## config.mk

```make
export PLATFORM = sky130hd
export DESIGN_NAME = nsq_queue
export DESIGN_NICKNAME = d
export VERILOG_FILES = /design/src/hw/rtl/nsq_pkg.sv /design/src/hw/rtl/nsq_queue.sv
export SDC_FILE = /design/constraint.sdc
export NUM_CORES = 1
export LEC_CHECK = 0
export BUFFER_PORTS_ARGS = -buffer_cell sky130_fd_sc_hd__buf_2
export CORE_AREA = 2 2 387 389
export DETAILED_ROUTE_END_ITERATION = 12
export DIE_AREA = 0 0 389 391
export PLACE_DENSITY_LB_ADDON = 0.05
export SETUP_SLACK_MARGIN = 0.4
export SLEW_MARGIN = 20
export SYNTH_ARGS = -nofsm -noshare
export SYNTH_HDL_FRONTEND = slang
export SYNTH_SLANG_ARGS = --single-unit
```

## constraint.sdc

```tcl
create_clock -name clk -period 40.3 [get_ports clk]
set_input_delay 6.045 -clock clk [delete_from_list [all_inputs] [get_ports clk]]
set_output_delay 6.045 -clock clk [all_outputs]
set_load 0.1 [all_outputs]
```

## src/hw/rtl/nsq_pkg.sv

```systemverilog
`timescale 1ns / 1ps
// ----------------------------------------------------------------------------
// nsq_pkg
// Types, constants and saturation helpers of the nine-slice quad generator.
// ----------------------------------------------------------------------------
package nsq_pkg;

	localparam int QUEUE_DEPTH_DEF = 2;

	localparam logic [16:0] ONE_UV = 17'd65536;

	// configuration register indexes
	localparam logic [2:0] REG_ATLAS_START_U   = 3'd0;
	localparam logic [2:0] REG_ATLAS_START_V   = 3'd1;
	localparam logic [2:0] REG_ATLAS_SIZE_U    = 3'd2;
	localparam logic [2:0] REG_ATLAS_SIZE_V    = 3'd3;
	localparam logic [2:0] REG_ORIGINAL_WIDTH  = 3'd4;
	localparam logic [2:0] REG_ORIGINAL_HEIGHT = 3'd5;

	localparam logic [1:0] SEG_LO  = 2'd0;
	localparam logic [1:0] SEG_MID = 2'd1;
	localparam logic [1:0] SEG_HI  = 2'd2;

	// UV borders, wide enough for the unsaturated sums
	typedef logic signed [20:0] uv_t;
	// screen positions and sizes before saturation
	typedef logic signed [26:0] scr_t;

	typedef struct packed {
		logic [16:0] start_u;
		logic [16:0] start_v;
		logic [16:0] size_u;
		logic [16:0] size_v;
		logic [22:0] orig_w;
		logic [22:0] orig_h;
	} cfg_t;

	typedef struct packed {
		logic signed [23:0] screen_x;
		logic signed [23:0] screen_y;
		logic [22:0] screen_w;
		logic [22:0] screen_h;
		logic [16:0] tex_u;
		logic [16:0] tex_v;
		logic [16:0] tex_u_width;
		logic [16:0] tex_v_height;
		logic [16:0] margin_left;
		logic [16:0] margin_top;
		logic [16:0] margin_right;
		logic [16:0] margin_bottom;
	} req_t;

	typedef struct packed {
		logic signed [23:0] pos;
		logic [22:0] size;
		logic [16:0] t;
		logic [16:0] tw;
		logic [16:0] ma;
		logic [16:0] mb;
		logic [16:0] start;
		logic [16:0] ext;
		logic [22:0] orig;
	} axis_in_t;

	typedef struct packed {
		logic cropped;
		uv_t  t0;
		uv_t  m1;
		uv_t  m2;
		uv_t  t3;
		scr_t p0;
		scr_t p1;
		scr_t p2;
		scr_t s_lo;
		scr_t s_mid;
		scr_t s_hi;
	} axis_res_t;

	typedef struct packed {
		axis_res_t ax;
		axis_res_t ay;
	} job_t;

	typedef enum logic [2:0] {
		AX_IDLE,
		AX_PROD,
		AX_CROP,
		AX_DIV,
		AX_SCALE,
		AX_MAP,
		AX_DONE
	} axis_state_t;

	localparam scr_t SCR_HI = 27'sd8388607;
	localparam scr_t SCR_LO = -27'sd8388608;
	localparam uv_t  UV_HI  = 21'sd65536;
	localparam uv_t  UV_LO  = -21'sd65536;

	function automatic logic [23:0] sat_scr(scr_t v);
		return (v > SCR_HI) ? 24'h7FFFFF : ((v < SCR_LO) ? 24'h800000 : v[23:0]);
	endfunction

	function automatic logic [16:0] sat_uv(uv_t v);
		return (v < 21'sd0) ? 17'd0 : ((v > UV_HI) ? ONE_UV : v[16:0]);
	endfunction

	function automatic logic [17:0] sat_uvw(uv_t v);
		return (v > UV_HI) ? 18'h10000 : ((v < UV_LO) ? 18'h30000 : v[17:0]);
	endfunction

endpackage

```

## src/hw/rtl/nsq_queue.sv

```systemverilog
`timescale 1ns / 1ps
// ----------------------------------------------------------------------------
// nsq_queue
// Short job queue between the front and the quad emitter.
// ----------------------------------------------------------------------------
module nsq_queue #(
	parameter int DEPTH = nsq_pkg::QUEUE_DEPTH_DEF
) (
	input  logic          clk,
	input  logic          arst_n,
	input  logic          push,
	input  nsq_pkg::job_t wr_data,
	output logic          full,
	input  logic          pop,
	output nsq_pkg::job_t rd_data,
	output logic          empty
);
	import nsq_pkg::*;

	localparam int PTR_W = (DEPTH > 1) ? $clog2(DEPTH) : 1;
	localparam int CNT_W = $clog2(DEPTH + 1);

	job_t             mem_q [DEPTH];
	logic [PTR_W-1:0] wr_ptr_q, rd_ptr_q;
	logic [CNT_W-1:0] cnt_q;

	assign full    = cnt_q == CNT_W'(DEPTH);
	assign empty   = cnt_q == '0;
	assign rd_data = mem_q[rd_ptr_q];

	always_ff @(posedge clk or negedge arst_n) begin
		if (!arst_n) begin
			wr_ptr_q <= '0;
			rd_ptr_q <= '0;
			cnt_q    <= '0;
		end else begin
			if (push) wr_ptr_q <= (wr_ptr_q == PTR_W'(DEPTH - 1)) ? '0 : wr_ptr_q + 1'b1;
			if (pop)  rd_ptr_q <= (rd_ptr_q == PTR_W'(DEPTH - 1)) ? '0 : rd_ptr_q + 1'b1;
			if (push && !pop)      cnt_q <= cnt_q + 1'b1;
			else if (pop && !push) cnt_q <= cnt_q - 1'b1;
		end
	end

	always_ff @(posedge clk) begin
		if (push) mem_q[wr_ptr_q] <= wr_data;
	end

endmodule

```

Yosys cells after proc, flatten, opt, wreduce, memory -nomap -nowiden
Memories as Yosys holds them, arrays and structs flattened.
Cells that the tools add are included.
{"block": "classes", "addsub": 4, "n_mux": 6, "n_reduce_logical": 6, "n_eq_ne": 1}
{"cell": "$mux 1", "n": 4}
{"cell": "$mux 2", "n": 2}
{"cell": "$add 1x1->1 const B", "n": 2}
{"cell": "$add 2x1->2 const B", "n": 1}
{"cell": "$eq 2x2->1 const B", "n": 1}
{"cell": "$logic_and 1x1->1", "n": 2}
{"cell": "$logic_not 1->1", "n": 2}
{"cell": "$logic_not 2->1", "n": 1}
{"cell": "$reduce_bool 2->1", "n": 1}
{"cell": "$sub 2x1->2 const B", "n": 1}
{"block": "totals", "ram_bits": 988, "wordCells": 21, "n_memories": 1, "ff_bits": 4, "in_bits": 498}
{"name": "mem_q", "words": 2, "width": 494, "rd": 1, "rd_ports_with_merged_regs": 0, "wr": 1, "line": "nsq_queue.sv:23", "rtl": "job_t mem_q [DEPTH];"}

Longest topological paths before layout
{"block": "depth", "ltp_word": 4, "depth_mapped": 5, "ltp_nobuf": 5}

Worst setup path before layout
OpenSTA, ideal clock, no wires.
{"block": "synth_path", "path_kind": "input-to-reg", "start": "in push", "end": "mem mem_q[0][0] in the netlist's numbering (enable)", "arrival_time_ns": 27.226, "setup_ns": 1.422, "path_stages": 1, "slack_ns": 11.652, "t_required_ns": 38.878, "cell_sequence": "nor2b_1"}
{"block": "synth_between", "elab_chain_cells": 2}
{"element": "start: declaration", "line": "nsq_queue.sv:11", "rtl": "input logic push,"}
{"element": "$mux 1", "line": "nsq_queue.sv:45", "rtl": "if (push) mem_q[wr_ptr_q] <= wr_data;"}
{"element": "$mux 1 (implied by the code)", "line": "nsq_queue.sv:45"}
{"element": "end: declaration", "line": "nsq_queue.sv:23"}
No other way between the ends.

==> impl_metrics.json <==
{
  "status": "complete, no violations",
  "ant_nets": 0,
  "skew_ns": 0.0141,
  "syn_area_um2": 36000,
  "setup_violations": 0,
  "slew_viol_final": 0,
  "num_io_pins": 994,
  "ctsHoldBuffers": 0,
  "drc_errors": 0,
  "min_period_over_period": 0.248,
  "port_buffers": 993,
  "dr.max_layer_used": "met5",
  "preCtsSetupSlack_ns": 29.24,
  "cts_max_path_buffers": 3,
  "yosysSeqAreaShare": 0.827,
  "drive_above_1_share": 0.609,
  "hp-class": "reg2reg",
  "area_delta_synth_final_pct": 29.5,
  "final_hold_viol_count": 0,
  "cts_sinks": 992,
  "cp.arrival_ns": 3.96,
  "grt_max_degree": 165,
  "grt_overflow": 0,
  "post_cts_buffers": 0,
  "synth_cell_types": 12,
  "core_um2": 149000,
  "path_max_fanout": 141,
  "cts_made_buffers": 114,
  "clock.fmax_mhz": 100,
  "start_util": 0.242,
  "startpoint_type": "flip-flop",
  "rsz0062_at_grt": "no",
  "grtUsageTotal": 0.138,
  "place_hpwl_mm": 78.2,
  "htree_levels": 3,
  "place_congestion": 0.764,
  "grt_pass1_vias": 20100,
  "startpoint": "rd_ptr_q",
  "critPathRequiredTime_ns": 34.26,
  "wl_met1_mm": 38.0,
  "worst_slack_ns": 30.30,
  "n_fill_cell": 14700,
  "rows": 142,
  "wl_per_cell_um": 23.5,
  "reg2reg_depth": 5,
  "wl_met3_mm": 14.2,
  "dr_wl_met2_mm": 53.8,
  "cts_root_buf": "clkbuf_16",
  "cts_resized": 0,
  "ys_warn_count": 0,
  "final_common_cell": "buf_2",
  "dr.pass1.iters": 4,
  "rrSetupSlack_ns": 35.60,
  "syn_inst": 1553,
  "fin_nets": 3126,
  "r2r-end": "mem_q[0][112]",
  "place_inst": 4453,
  "cts_tree": "yes",
  "dieArea_um2": 152000,
  "end_kind": "output pin",
  "stdcell_count": 4695,
  "final_cell_mix": "993 x buf_2, 988 x edfxtp_1, 494 x mux2_2",
  "max_slew_margin": 0.282,
  "chipHeight_um": 391,
  "regToRegStartpoint": "wr_ptr_q",
  "die_w_um": 389,
  "antenna_found_initial": 113,
  "avgSynthCellArea_um2": 23.2,
  "clkLatencyLatePin_ns": 0.70,
  "cts.clk_slew.worst_paths_ns": 0.06,
  "synth_nets": 2052,
  "critical_path.endpoint": "rd_data[132]",
  "vias": 19000,
  "drt_iter0_markers": 789,
  "grt_pass1_wl_mm": 149,
  "wirelength_mm": 110,
  "postSynthRegisterBits": 992,
  "viasPerCell": 4.05,
  "worst_pin_slew_ns": 1.08,
  "timing.max_cap.violations": 0,
  "min_period_ns": 10.00,
  "fin_tns_setup_ns": 0,
  "criticalPathCategory": "reg2out"
}
## metal layers
metal | global-route usage | vias up
met1 | 0.139 | 9323
met5 | 0 | -
met4 | 0.0471 | 92
met2 | 0.235 | 835
met3 | 0.0848 | 302
li1 | - | 8449
## worst max-delay path, stage by stage (launching register included)
cell and delay (ns):
dfrtp_4 0.68, buf_12 0.53, buf_4 0.90, mux2_2 0.38, buf_2 0.45
## cells by family (layout without fill, tap and decap cells)
| family | after synthesis | count (layout) | share of synthesized area |
|---|---|---|---|
| XOR/XNOR | 5 | 5 | 0.00122 |
| adder cells (fa/ha/maj) | 1 | 1 | 0.000347 |
| buffers and inverters | 56 | 1224 | 0.0166 |
| flip-flops | 992 | 992 | 0.827 |
| multiplexers | 494 | 494 | 0.154 |
| other | 0 | 30 | 0 |
| AND/OR/NAND/NOR | 5 | 5 | 0.000730 |
## layout make-up
class	instances	area, um^2	share of cell area
timing repair buffer	1013	5190	0.111
antenna	30	75.1	0.00161
clock inverter	56	475	0.0102
multi-input combinational	505	5660	0.121
tap	1944	2430	0.0521
clock buffer	154	3050	0.0653
inverter	1	3.75	0.0000805
sequential	992	29800	0.638
## sequential cells by signal (all words and copies together) (netlist names)
register  cells
mem_q       988
wr_ptr_q      1
rd_ptr_q      1
cnt_q         2
## how the worst min path moves through the flow
stage	start	endpoint	slack, ns	depth (start not counted)
6_report	cnt_q[1]	cnt_q[1]	0.49	1
5_1_grt	cnt_q[1]	cnt_q[1]	0.55	1
4_1_cts	cnt_q[1]	cnt_q[1]	0.50	1
3_5_place_dp	cnt_q[1]	cnt_q[1]	0.49	1
3_3_place_gp	cnt_q[1]	cnt_q[1]	0.49	1
2_1_floorplan	wr_ptr_q	wr_ptr_q	0.46	1
## stage by stage
stage | area [um^2] | util | hold WS, ns
after CTS | 46500 | 0.313 | 0.499
after global routing | 46600 | 0.314 | 0.554
after detailed placement | 43000 | 0.290 | 0.489
after global placement | 43000 | 0.290 | 0.492
final | 46600 | 0.314 | 0.491
after floorplan | 36000 | - | 0.455
## cell usage after synthesis
| cell | number | area, um^2 |
|---|---|---|
| nor2b_1 | 2 | 12.5 |
| edfxtp_1 | 988 | 29700 |
| xor2_1 | 4 | 35.0 |
| and2_1 | 1 | 6.26 |
| buf_2 | 4 | 20.0 |
| xnor2_1 | 1 | 8.76 |
| buf_6 | 51 | 574 |
| ha_1 | 1 | 12.5 |
| dfrtp_1 | 4 | 100 |
| inv_1 | 1 | 3.75 |
| nor2_1 | 2 | 7.51 |
| mux2_2 | 494 | 5560 |
Power is left out: the tool's default activity adds up to more than one toggle a clock period on the data nets, which glitch-free logic cannot reach.
