$ cat src/hw/rtl/nsq_pkg.sv
`timescale 1ns / 1ps
// ----------------------------------------------------------------------------
// nsq_pkg
// Types, constants and saturation helpers of the nine-slice quad generator.
// ----------------------------------------------------------------------------
package nsq_pkg;

	localparam int QUEUE_DEPTH_DEF = 2;

	localparam logic [16:0] ONE_UV = 17'd65536;

	// configuration register indexes
	localparam logic [2:0] REG_ATLAS_START_U   = 3'd0;
	localparam logic [2:0] REG_ATLAS_START_V   = 3'd1;
	localparam logic [2:0] REG_ATLAS_SIZE_U    = 3'd2;
	localparam logic [2:0] REG_ATLAS_SIZE_V    = 3'd3;
	localparam logic [2:0] REG_ORIGINAL_WIDTH  = 3'd4;
	localparam logic [2:0] REG_ORIGINAL_HEIGHT = 3'd5;

	localparam logic [1:0] SEG_LO  = 2'd0;
	localparam logic [1:0] SEG_MID = 2'd1;
	localparam logic [1:0] SEG_HI  = 2'd2;

	// UV borders, wide enough for the unsaturated sums
	typedef logic signed [20:0] uv_t;
	// screen positions and sizes before saturation
	typedef logic signed [26:0] scr_t;

	typedef struct packed {
		logic [16:0] start_u;
		logic [16:0] start_v;
		logic [16:0] size_u;
		logic [16:0] size_v;
		logic [22:0] orig_w;
		logic [22:0] orig_h;
	} cfg_t;

	typedef struct packed {
		logic signed [23:0] screen_x;
		logic signed [23:0] screen_y;
		logic [22:0] screen_w;
		logic [22:0] screen_h;
		logic [16:0] tex_u;
		logic [16:0] tex_v;
		logic [16:0] tex_u_width;
		logic [16:0] tex_v_height;
		logic [16:0] margin_left;
		logic [16:0] margin_top;
		logic [16:0] margin_right;
		logic [16:0] margin_bottom;
	} req_t;

	typedef struct packed {
		logic signed [23:0] pos;
		logic [22:0] size;
		logic [16:0] t;
		logic [16:0] tw;
		logic [16:0] ma;
		logic [16:0] mb;
		logic [16:0] start;
		logic [16:0] ext;
		logic [22:0] orig;
	} axis_in_t;

	typedef struct packed {
		logic cropped;
		uv_t  t0;
		uv_t  m1;
		uv_t  m2;
		uv_t  t3;
		scr_t p0;
		scr_t p1;
		scr_t p2;
		scr_t s_lo;
		scr_t s_mid;
		scr_t s_hi;
	} axis_res_t;

	typedef struct packed {
		axis_res_t ax;
		axis_res_t ay;
	} job_t;

	typedef enum logic [2:0] {
		AX_IDLE,
		AX_PROD,
		AX_CROP,
		AX_DIV,
		AX_SCALE,
		AX_MAP,
		AX_DONE
	} axis_state_t;

	localparam scr_t SCR_HI = 27'sd8388607;
	localparam scr_t SCR_LO = -27'sd8388608;
	localparam uv_t  UV_HI  = 21'sd65536;
	localparam uv_t  UV_LO  = -21'sd65536;

	function automatic logic [23:0] sat_scr(scr_t v);
		return (v > SCR_HI) ? 24'h7FFFFF : ((v < SCR_LO) ? 24'h800000 : v[23:0]);
	endfunction

	function automatic logic [16:0] sat_uv(uv_t v);
		return (v < 21'sd0) ? 17'd0 : ((v > UV_HI) ? ONE_UV : v[16:0]);
	endfunction

	function automatic logic [17:0] sat_uvw(uv_t v);
		return (v > UV_HI) ? 18'h10000 : ((v < UV_LO) ? 18'h30000 : v[17:0]);
	endfunction

endpackage

$ cat src/hw/rtl/nsq_if.sv


interface nsq_quad_if;
	logic valid;
	logic ready;
	logic [3:0] slice_part;
	logic signed [23:0] quad_x;
	logic signed [23:0] quad_y;
	logic signed [23:0] quad_w;
	logic signed [23:0] quad_h;
	logic [16:0] quad_u;
	logic [16:0] quad_v;
	logic signed [17:0] quad_u_width;
	logic signed [17:0] quad_v_height;
	logic last_quad;

	modport source(output valid, slice_part, quad_x, quad_y, quad_w, quad_h, quad_u, quad_v,
		quad_u_width, quad_v_height, last_quad, input ready);
	modport sink(input valid, slice_part, quad_x, quad_y, quad_w, quad_h, quad_u, quad_v,
		quad_u_width, quad_v_height, last_quad, output ready);
endinterface


$ cat src/hw/rtl/nsq_back.sv
`timescale 1ns / 1ps
// ----------------------------------------------------------------------------
// nsq_back
// Walks the rows and columns of a job and emits one saturated quad per word.
// ----------------------------------------------------------------------------
module nsq_back (
	input  logic          clk,
	input  logic          arst_n,
	input  nsq_pkg::job_t job,
	input  logic          job_valid,
	output logic          pop,
	nsq_quad_if.source    quad
);
	import nsq_pkg::*;

	logic [1:0] row_q, col_q;
	logic       out_v_q;
	logic       load, last, col_wrap;
	logic [1:0] col_nxt, row_nxt;
	scr_t       x, y, w, h;
	uv_t        u, v, uw, vh;

	logic [3:0]         part_q;
	logic signed [23:0] x_q, y_q, w_q, h_q;
	logic [16:0]        u_q, v_q;
	logic signed [17:0] uw_q, vh_q;
	logic               last_q;

	assign load     = job_valid && (!out_v_q || quad.ready);
	assign last     = (row_q == SEG_HI) && (col_q == SEG_HI);
	assign col_wrap = col_q == SEG_HI;
	// skip the centre column or row when that axis is cropped
	assign col_nxt  = col_wrap ? SEG_LO :
		((col_q == SEG_LO && job.ax.cropped) ? SEG_HI : col_q + 2'd1);
	assign row_nxt  = (row_q == SEG_LO && job.ay.cropped) ? SEG_HI : row_q + 2'd1;
	assign pop      = load && last;

	always_comb begin
		case (col_q)
			SEG_MID: begin
				x = job.ax.p1; w = job.ax.s_mid; u = job.ax.m1; uw = job.ax.m2 - job.ax.m1;
			end
			SEG_HI: begin
				x = job.ax.p2; w = job.ax.s_hi; u = job.ax.m2; uw = job.ax.t3 - job.ax.m2;
			end
			default: begin
				x = job.ax.p0; w = job.ax.s_lo; u = job.ax.t0; uw = job.ax.m1 - job.ax.t0;
			end
		endcase
		case (row_q)
			SEG_MID: begin
				y = job.ay.p1; h = job.ay.s_mid; v = job.ay.m1; vh = job.ay.m2 - job.ay.m1;
			end
			SEG_HI: begin
				y = job.ay.p2; h = job.ay.s_hi; v = job.ay.m2; vh = job.ay.t3 - job.ay.m2;
			end
			default: begin
				y = job.ay.p0; h = job.ay.s_lo; v = job.ay.t0; vh = job.ay.m1 - job.ay.t0;
			end
		endcase
	end

	always_ff @(posedge clk or negedge arst_n) begin
		if (!arst_n) begin
			row_q   <= SEG_LO;
			col_q   <= SEG_LO;
			out_v_q <= 1'b0;
		end else begin
			if (load) begin
				out_v_q <= 1'b1;
				col_q   <= col_nxt;
				if (col_wrap) row_q <= last ? SEG_LO : row_nxt;
			end else if (quad.ready) begin
				out_v_q <= 1'b0;
			end
		end
	end

	always_ff @(posedge clk) begin
		if (load) begin
			part_q <= 4'({row_q, 1'b0} + row_q) + 4'(col_q);
			x_q    <= sat_scr(x);
			y_q    <= sat_scr(y);
			w_q    <= sat_scr(w);
			h_q    <= sat_scr(h);
			u_q    <= sat_uv(u);
			v_q    <= sat_uv(v);
			uw_q   <= sat_uvw(uw);
			vh_q   <= sat_uvw(vh);
			last_q <= last;
		end
	end

	assign quad.valid         = out_v_q;
	assign quad.slice_part    = part_q;
	assign quad.quad_x        = x_q;
	assign quad.quad_y        = y_q;
	assign quad.quad_w        = w_q;
	assign quad.quad_h        = h_q;
	assign quad.quad_u        = u_q;
	assign quad.quad_v        = v_q;
	assign quad.quad_u_width  = uw_q;
	assign quad.quad_v_height = vh_q;
	assign quad.last_quad     = last_q;

endmodule

$ cat src/flat_wrapper.sv
// flat-port wrapper written by rule: the top's interface ports become plain ports
module nsq_back_flat import nsq_pkg::*;
  (clk, arst_n, job, job_valid, pop, quad_valid, quad_slice_part, quad_quad_x, quad_quad_y, quad_quad_w, quad_quad_h, quad_quad_u, quad_quad_v, quad_quad_u_width, quad_quad_v_height, quad_last_quad, quad_ready);
  nsq_quad_if quad_i ();
  input  logic clk;
  input  logic arst_n;
  input  nsq_pkg::job_t job;
  input  logic job_valid;
  output logic pop;
  output wire logic [$bits(quad_i.valid)-1:0] quad_valid;
  output wire logic [$bits(quad_i.slice_part)-1:0] quad_slice_part;
  output wire logic [$bits(quad_i.quad_x)-1:0] quad_quad_x;
  output wire logic [$bits(quad_i.quad_y)-1:0] quad_quad_y;
  output wire logic [$bits(quad_i.quad_w)-1:0] quad_quad_w;
  output wire logic [$bits(quad_i.quad_h)-1:0] quad_quad_h;
  output wire logic [$bits(quad_i.quad_u)-1:0] quad_quad_u;
  output wire logic [$bits(quad_i.quad_v)-1:0] quad_quad_v;
  output wire logic [$bits(quad_i.quad_u_width)-1:0] quad_quad_u_width;
  output wire logic [$bits(quad_i.quad_v_height)-1:0] quad_quad_v_height;
  output wire logic [$bits(quad_i.last_quad)-1:0] quad_last_quad;
  input wire logic [$bits(quad_i.ready)-1:0] quad_ready;
  assign quad_valid = quad_i.valid;
  assign quad_slice_part = quad_i.slice_part;
  assign quad_quad_x = quad_i.quad_x;
  assign quad_quad_y = quad_i.quad_y;
  assign quad_quad_w = quad_i.quad_w;
  assign quad_quad_h = quad_i.quad_h;
  assign quad_quad_u = quad_i.quad_u;
  assign quad_quad_v = quad_i.quad_v;
  assign quad_quad_u_width = quad_i.quad_u_width;
  assign quad_quad_v_height = quad_i.quad_v_height;
  assign quad_last_quad = quad_i.last_quad;
  assign quad_i.ready = quad_ready;
  nsq_back u_core (.clk(clk), .arst_n(arst_n), .job(job), .job_valid(job_valid), .pop(pop), .quad(quad_i));
endmodule
$ cat config.mk
export PLATFORM = sky130hd
export DESIGN_NAME = nsq_back_flat
export DESIGN_NICKNAME = d
export VERILOG_FILES = /design/src/hw/rtl/nsq_pkg.sv /design/src/hw/rtl/nsq_if.sv /design/src/hw/rtl/nsq_back.sv /design/src/flat_wrapper.sv
export SDC_FILE = /design/constraint.sdc
export NUM_CORES = 1
export LEC_CHECK = 0
export BUFFER_PORTS_ARGS = -buffer_cell sky130_fd_sc_hd__buf_4
export CORE_AREA = 2 2 259 261
export DETAILED_ROUTE_END_ITERATION = 8
export DIE_AREA = 0 0 261 263
export GPL_TIMING_DRIVEN = 0
export HOLD_SLACK_MARGIN = 0.06
export PLACE_DENSITY = 0.47
export SLEW_MARGIN = 30
export SYNTH_ARGS = -nofsm -noshare
export SYNTH_HDL_FRONTEND = slang
export SYNTH_SLANG_ARGS = --single-unit
$ cat constraint.sdc
create_clock -name clk -period 8.7 [get_ports clk]
set_input_delay 0.435 -clock clk [delete_from_list [all_inputs] [get_ports clk]]
set_output_delay 0.435 -clock clk [all_outputs]
set_load 0.1 [all_outputs]
Word level (Yosys, flattened, before mapping)
Cells that the tools add are included.

Multipliers: 0. Equality and inequality tests: 4. Reduce and logical (&&, ||, !) cells: 15. Bitwise gates (word level): 0. Add/subtract/negate cells: 10. Shift-type cells: 0. $lt $le $gt $ge: 16. Div/mod/pow operators: 0. Mux-type cells: 22.

Operators with widths (number): $pmux W27 S2 (4); $pmux W21 S2 (4); $sub A21 B21 Y21 (6); $gt A27 B24 Y1 const B (4); $lt A27 B24 Y1 const B (4); $mux W24 (4); $gt A21 B18 Y1 const B (4); $lt A21 B1 Y1 const B (2); $lt A21 B17 Y1 const B (2); $mux W18 (2); $mux W17 (2); $mux W2 (4); $reduce_or A2 Y1 (4); $logic_and A1 B1 Y1 (5); $add A2 B1 Y2 const B (2); $add A3 B2 Y4 (1); $add A4 B2 Y4 (1); $eq A2 B1 Y1 const B (2); $eq A2 B2 Y1 const B (2); $logic_not A2 Y1 (2); $mux W1 (2); $reduce_and A2 Y1 (1); $reduce_bool A2 Y1 (1); $logic_not A1 Y1 (1); $logic_or A1 B1 Y1 (1).

Bits of input ports: 498. Bits in read-only memories: 0. Word-level logic and storage cells: 84. Bits in latches: 0. Output and inout port bits: 173. Flip-flop bits (word level): 176. Memories: 0. Memory bits (writable): 0.

Logic depth before layout (Yosys ltp)
Depth in word-level cells: 4. Mapped depth: 15. Gate-level depth less buffers: 14.

Worst setup path after synthesis
Ideal clock, no wire load.

Path type: register to output. Start point: register u_core.out_v_q, in the netlist u_core.quad.valid. End point: output pop. Arrival time: 6408 ps. Slack: 1857 ps. Path buffers: 0. Stages on the path, launching flop included: 6. Required time: 8265 ps. Path through: dfrtp_1 nand2b_1 nand2_1 inv_1 nand2_1 nor2_1.

Cells in the longest elaborated chain, start to end: 4.

Ends and longest elaborated chain: from (decl) (RTL line nsq_back.sv:17) `logic out_v_q;`; from (signal assigned) (RTL line nsq_back.sv:67) `out_v_q <= 1'b0;`; from (signal assigned) (RTL line nsq_back.sv:70) `out_v_q <= 1'b1;`; from (signal assigned) (RTL line nsq_back.sv:74) `out_v_q <= 1'b0;`; $logic_not A1 Y1 (RTL line nsq_back.sv:29) `assign load = job_valid && (!out_v_q || quad.ready);`; $logic_or A1 B1 Y1 (RTL line nsq_back.sv:29); $logic_and A1 B1 Y1 (RTL line nsq_back.sv:29); net u_core.load (RTL line nsq_back.sv:18) `logic load, last, col_wrap;`; $logic_and A1 B1 Y1 (RTL line nsq_back.sv:36) `assign pop = load && last;`; to (decl) (RTL line flat_wrapper.sv:9) `output logic pop;`.

The timed path passes the listed nets, and every way through them passes these cells.

Final worst setup path
Start point: register u_core.row_q[0]. End point: register u_core.h_q[21], in the netlist u_core.quad.quad_h[21], data pin.

Cells in the longest elaborated chain, start to end: 4. Elaborated cells on any way between the ends: 6. Classes of those cells: order compare: 2; eq/ne: 2; mux: 2.

Ends and longest elaborated chain: from (decl) (RTL line nsq_back.sv:16) `logic [1:0] row_q, col_q;`; from (signal assigned) (RTL line nsq_back.sv:72) `if (col_wrap) row_q <= last ? SEG_LO : row_nxt;`; $eq A2 B2 Y1 / $eq A2 B1 Y1 (equally long branches) (RTL line nsq_back.sv:50) `case (row_q)`; $pmux W27 S2 * (RTL line nsq_back.sv:50); $lt A27 B24 Y1 (RTL line nsq_pkg.sv:100) `return (v > SCR_HI) ? 24'h7FFFFF : ((v < SCR_LO) ? 24'h800000 : v[23:0]);`; $mux W24 (RTL line nsq_pkg.sv:100); to (signal assigned) (RTL line nsq_back.sv:85) `h_q <= sat_scr(h);`; to (decl) (RTL line nsq_back.sv:24) `logic signed [23:0] x_q, y_q, w_q, h_q;`.

Mark *: on every way between the ends. The rest lies on a longest branch, timed or not. A chain may end at the register's enable or synchronous reset.

==> results.md <==
Logic synthesis:
- The area of the mapped netlist is 16650 um2.
- The most frequently used flop master after synthesis is edfxtp_1.
- The biggest area contributor in the post-synthesis netlist is edfxtp_1.
- The cell count after synthesis is 1935.
- After Yosys synthesis, full adders, half adders and majority gates account for 10.58% of the synthesized area.
- The cell with the most instances after synthesis is nor2_1.
- The part of the Yosys area used for sequential elements is 31.60%.
- The combinational family with the most area after synthesis is compound AO/OA/AOI/OAI gates.
- The area share of and/or/nand/nor cells after synthesis is a little over an eighth.
- In this run, synthesis produced a sequential element count of approximately 180.
- Counting instances in the post-synthesis netlist gives the leading cell types as nor2_1, a21oi_1, edfxtp_1, inv_1, ha_1.
- The compound-cell area share of the yosys netlist is ~32%.
- Counting flops with an async set or reset pin after synthesis yields a share of 2.841%.
- During synthesis, Yosys emitted a total of 0 warnings.
- The mux share of post-synthesis cell area is 0.4886%.
- The count of different cell masters after synthesis is 93.
- Ranked by total cell area, the synthesized netlist is headed by edfxtp_1, ha_1, nor2_1.
- In this run the mean area of a mapped cell was around 8.6 um2.
- Summing the areas of all xor and xnor instances in the mapped netlist gives around 4.8% of the synthesized area.
- The synthesized netlist net count is 2569.
- The proportion of netlist area held by the largest area contributor is 30.85%.
- The number of flops mapped to enable cells by yosys is 171.

Detailed routing:
- For this run, design rule violations remaining after detail routing come to 0.
- The routed design has 96.24 mm of wire.
- The residual antenna-violating net count after detailed routing is 0.
- After the first detailed-routing iteration, the DRC count stood at around 1600.
- The vias per cell is roughly 5.4.
- Detailed routing inserted a total of 19080 vias.
- The length of the first detailed-routing pass in iterations is 6.
- After detailed routing, the average wire length per cell comes to 27.45 um.

Worst setup path:
- The worst register-to-register path begins at u_core.row_q[0].
- The critical path starts at u_core.row_q[0].
- The worst flop-to-flop path endpoint is u_core.quad.quad_h[21].
- The maximum net fanout on the critical path is 10.
- The largest single stage delay on the critical path is 0.69 ns.
- The family of cells with the greatest summed delay on the critical path is buffers and inverters.
- The kind of start point of the critical path is a register.
- For the worst setup path, the data arrival time is ~5.0 ns.
- Traced cell by cell, the critical path runs through inv_1 > ha_1 > clkbuf_1 > clkbuf_1 > clkbuf_1 > a21oi_1 > o31ai_2 > clkbuf_1 > o31ai_1.
- For flop-to-flop paths, the worst setup slack is 3.82 ns.
- The master of the slowest instance on the critical path is o31ai_2.
- The number of buffers and inverters on the critical path is 5.
- The endpoint type of the worst setup path is a register.
- The instance count on the critical path is 9.
- The critical path in this run is classified as reg2reg.
- The critical path data required time is slightly below 9 ns.
- Counting stages on the worst path, the most repeated cell is clkbuf_1.
- The most critical setup path has its endpoint at u_core.quad.quad_h[21].
- The worst register-to-register path has a depth of 9.

Placed design:
- The instance area at placement is around 23000 um2.
- The number of buffers inserted by port buffering is between 600 and 700.
- At the end of routability-driven placement, the weighted congestion stood at 0.9820.
- The setup slack after placement is 3.619 ns.
- The wire-length estimate of the detail-placed layout is 81.00 mm.

Clocking:
- The clock network latency to the later pin of the worst-skew pair is 0.49 ns.
- The number of sinks on the clock net is between 150 and 200.
- No sink is reached through more buffers than the 2 on the longest clock path.
- TritonCTS built the clock tree.
- Once the clock tree was built, the setup fixing pass inserted 0 buffers.
- The root buffer selected by CTS is clkbuf_16.
- Clock-pin slew was measured on the worst setup and hold paths at 0.09 ns.
- The H-tree was split into 4 levels.
- The number of clock buffers inserted by TritonCTS is 17.

STA:
- The final count of hold timing violations is 0.
- The worst max-slew margin expressed relative to the limit is roughly 36%.
- The max-slew violation count is 0.
- The maximum clock frequency is slightly above 200 MHz.
- In the finished design, the share of the clock period the worst path needs comes to between 50% and 60%.
- The aggregate negative setup slack is 0 ns.
- The setup-violating endpoint count in the final report is 0.
- At the pin with the least slew margin, the transition time is around 0.95 ns.
- Setup repair after global routing left no endpoint under its margin.
- For the final database, setup skew stands at 0.02404 ns.
- Setup slack closes at 3.819 ns.
- The smallest clock period supported by the final layout is computed as 4.881 ns.

Floorplanning:
- The area enclosed by the die boundary is 68640 um2.
- The area of the core region is 65630 um2.
- The number of standard-cell rows in the floorplan is 94.
- The floorplan step set the die width to 261 um.
- Once the floorplan was initialized, standard cells occupied 25.36% of the core.
- The vertical extent of the die is 263 um.
- Pin placement for this block handled 671 I/O pins.

Global routing:
- Global routing consumed, over all layers together, 26.89% of the routing resources.
- The total congestion overflow is 0.
- Entering global routing, the biggest net connects 79 pins.
- The number of global-route vias before repair is 18840.
- The first-pass GRT wire length is 133.9 mm.
- The number of antenna violations at the first check in global routing was 7.

Hold path:
- The kind of path behind the tightest hold check is in2reg.

Run status:
- The flow ran to the end, and the final reports show no timing, DRC or antenna violations.

Finish:
- The synthesis-to-finish area growth is 40.91%.
- The fraction of final layout cells sized beyond drive strength 1 is a little under 30%.
- The final non-filler cell area is 23460 um2.
- The total number of nets in the final design is 3261.

Power:
- For this design the static power due to leakage is 10.14 nW.
- Dividing total power by cell area gives a power density of 385.4 nW/um2.
- The worst ir drop on vdd is around 0.23 mV.

Job:
- Across the run, the number of max-cap violations was 0.
worst reg2reg max path, stage by stage (launching register included):
cell	delay, ns
dfrtp_1	0.47
inv_1	0.10
ha_1	0.34
clkbuf_1	0.46
clkbuf_1	0.67
clkbuf_1	0.69
a21oi_1	0.21
o31ai_2	0.69
clkbuf_1	0.57
o31ai_1	0.37
layout make-up:
type,instances,area [um2]
clock inverter,14,186.4
fill,6927,42170
buffer,115,462.9
tap,864,1081
inverter,165,626.9
antenna,2,5.005
timing repair buffer,673,5095
multi-input combinational,1479,10310
sequential,176,5260
clock buffer,18,429.2
layout by cell type (no fill, tap or decap), drive strengths merged, types with 20 or more instances in the layout:
master,Yosys,routed
a221oi,101,101
nand2,80,80
nand3,30,30
o31ai,100,100
buf,33,705
a22oi,64,64
a211oi,20,20
o21a,21,21
a21oi,193,193
xor2,42,42
xnor2,50,50
a21o,38,38
edfxtp,171,171
nand4,21,21
nor3,24,24
a31oi,22,22
nor2,246,246
o21ai,70,70
inv,165,173
clkbuf,82,100
ha,128,128
routing by layer:
layer	vias to the layer above	wire length, um	GRT usage, %
li1	8767	-	-
met1	9354	40100	34.26
met2	848	45960	45.10
met3	98	7556	5.979
met4	10	2560	8.108
met5	-	63	0
cells by family (layout without fill, tap and decap cells):
group,Yosys count,in the layout
flops,176,176
mux,8,8
fa+ha+maj,136,136
other cells,0,2
buf+inv,280,985
simple gates,494,494
compound gates,749,749
xor+xnor,92,92
power breakdown:
group	switching, mW	leakage, nW	internal (mW)	total [mW]
Clock	0.434	0.300	0.418	0.853
Combinational	4.96	8.17	1.64	6.59
Sequential	0.156	1.67	1.44	1.59
Total	5.55	10.1	3.49	9.04
what timing repair did:
action,CTS,global route
hold endpoints to repair,5,0
setup endpoints to repair,0,0
gates resized for setup,0,0
hold buffers,1,0
state kept, by name, summed over array words and instances, names as in the netlist, 4 cells and up:
name,count
u_core.quad.quad_u_width,18
u_core.quad.quad_y,24
u_core.quad.quad_v,17
u_core.quad.quad_h,24
u_core.quad.slice_part,4
u_core.quad.quad_u,17
u_core.quad.quad_v_height,18
u_core.quad.quad_x,24
u_core.quad.quad_w,24
worst min path at each step:
stage / startpoint / endpoint / slack (ns) / cells past startpoint
floorplan: arst_n / u_core.col_q[0] / 0.14 / 0
global route: job_valid / u_core.quad.valid / 0.15 / 2
CTS: job_valid / u_core.quad.valid / 0.14 / 2
finish: job_valid / u_core.quad.valid / 0.17 / 2
global placement: arst_n / u_core.row_q[1] / 0.25 / 1
detailed placement: arst_n / u_core.row_q[0] / 0.25 / 1
metrics by stage:
step | instances | total power, mW | hold slack (ns) | util, %
2_1_floorplan | 1935 | 6.028 | 0.1394 | -
3_3_place_gp | 3469 | 8.170 | 0.2467 | 34.68
3_5_place_dp | 3471 | 8.146 | 0.2485 | 34.77
4_1_cts | 3504 | 9.032 | 0.1380 | 35.73
5_1_grt | 3506 | 9.481 | 0.1480 | 35.74
6_report | 3506 | 9.040 | 0.1688 | 35.74
No activity file was read; power rests on OpenSTA's default activity.
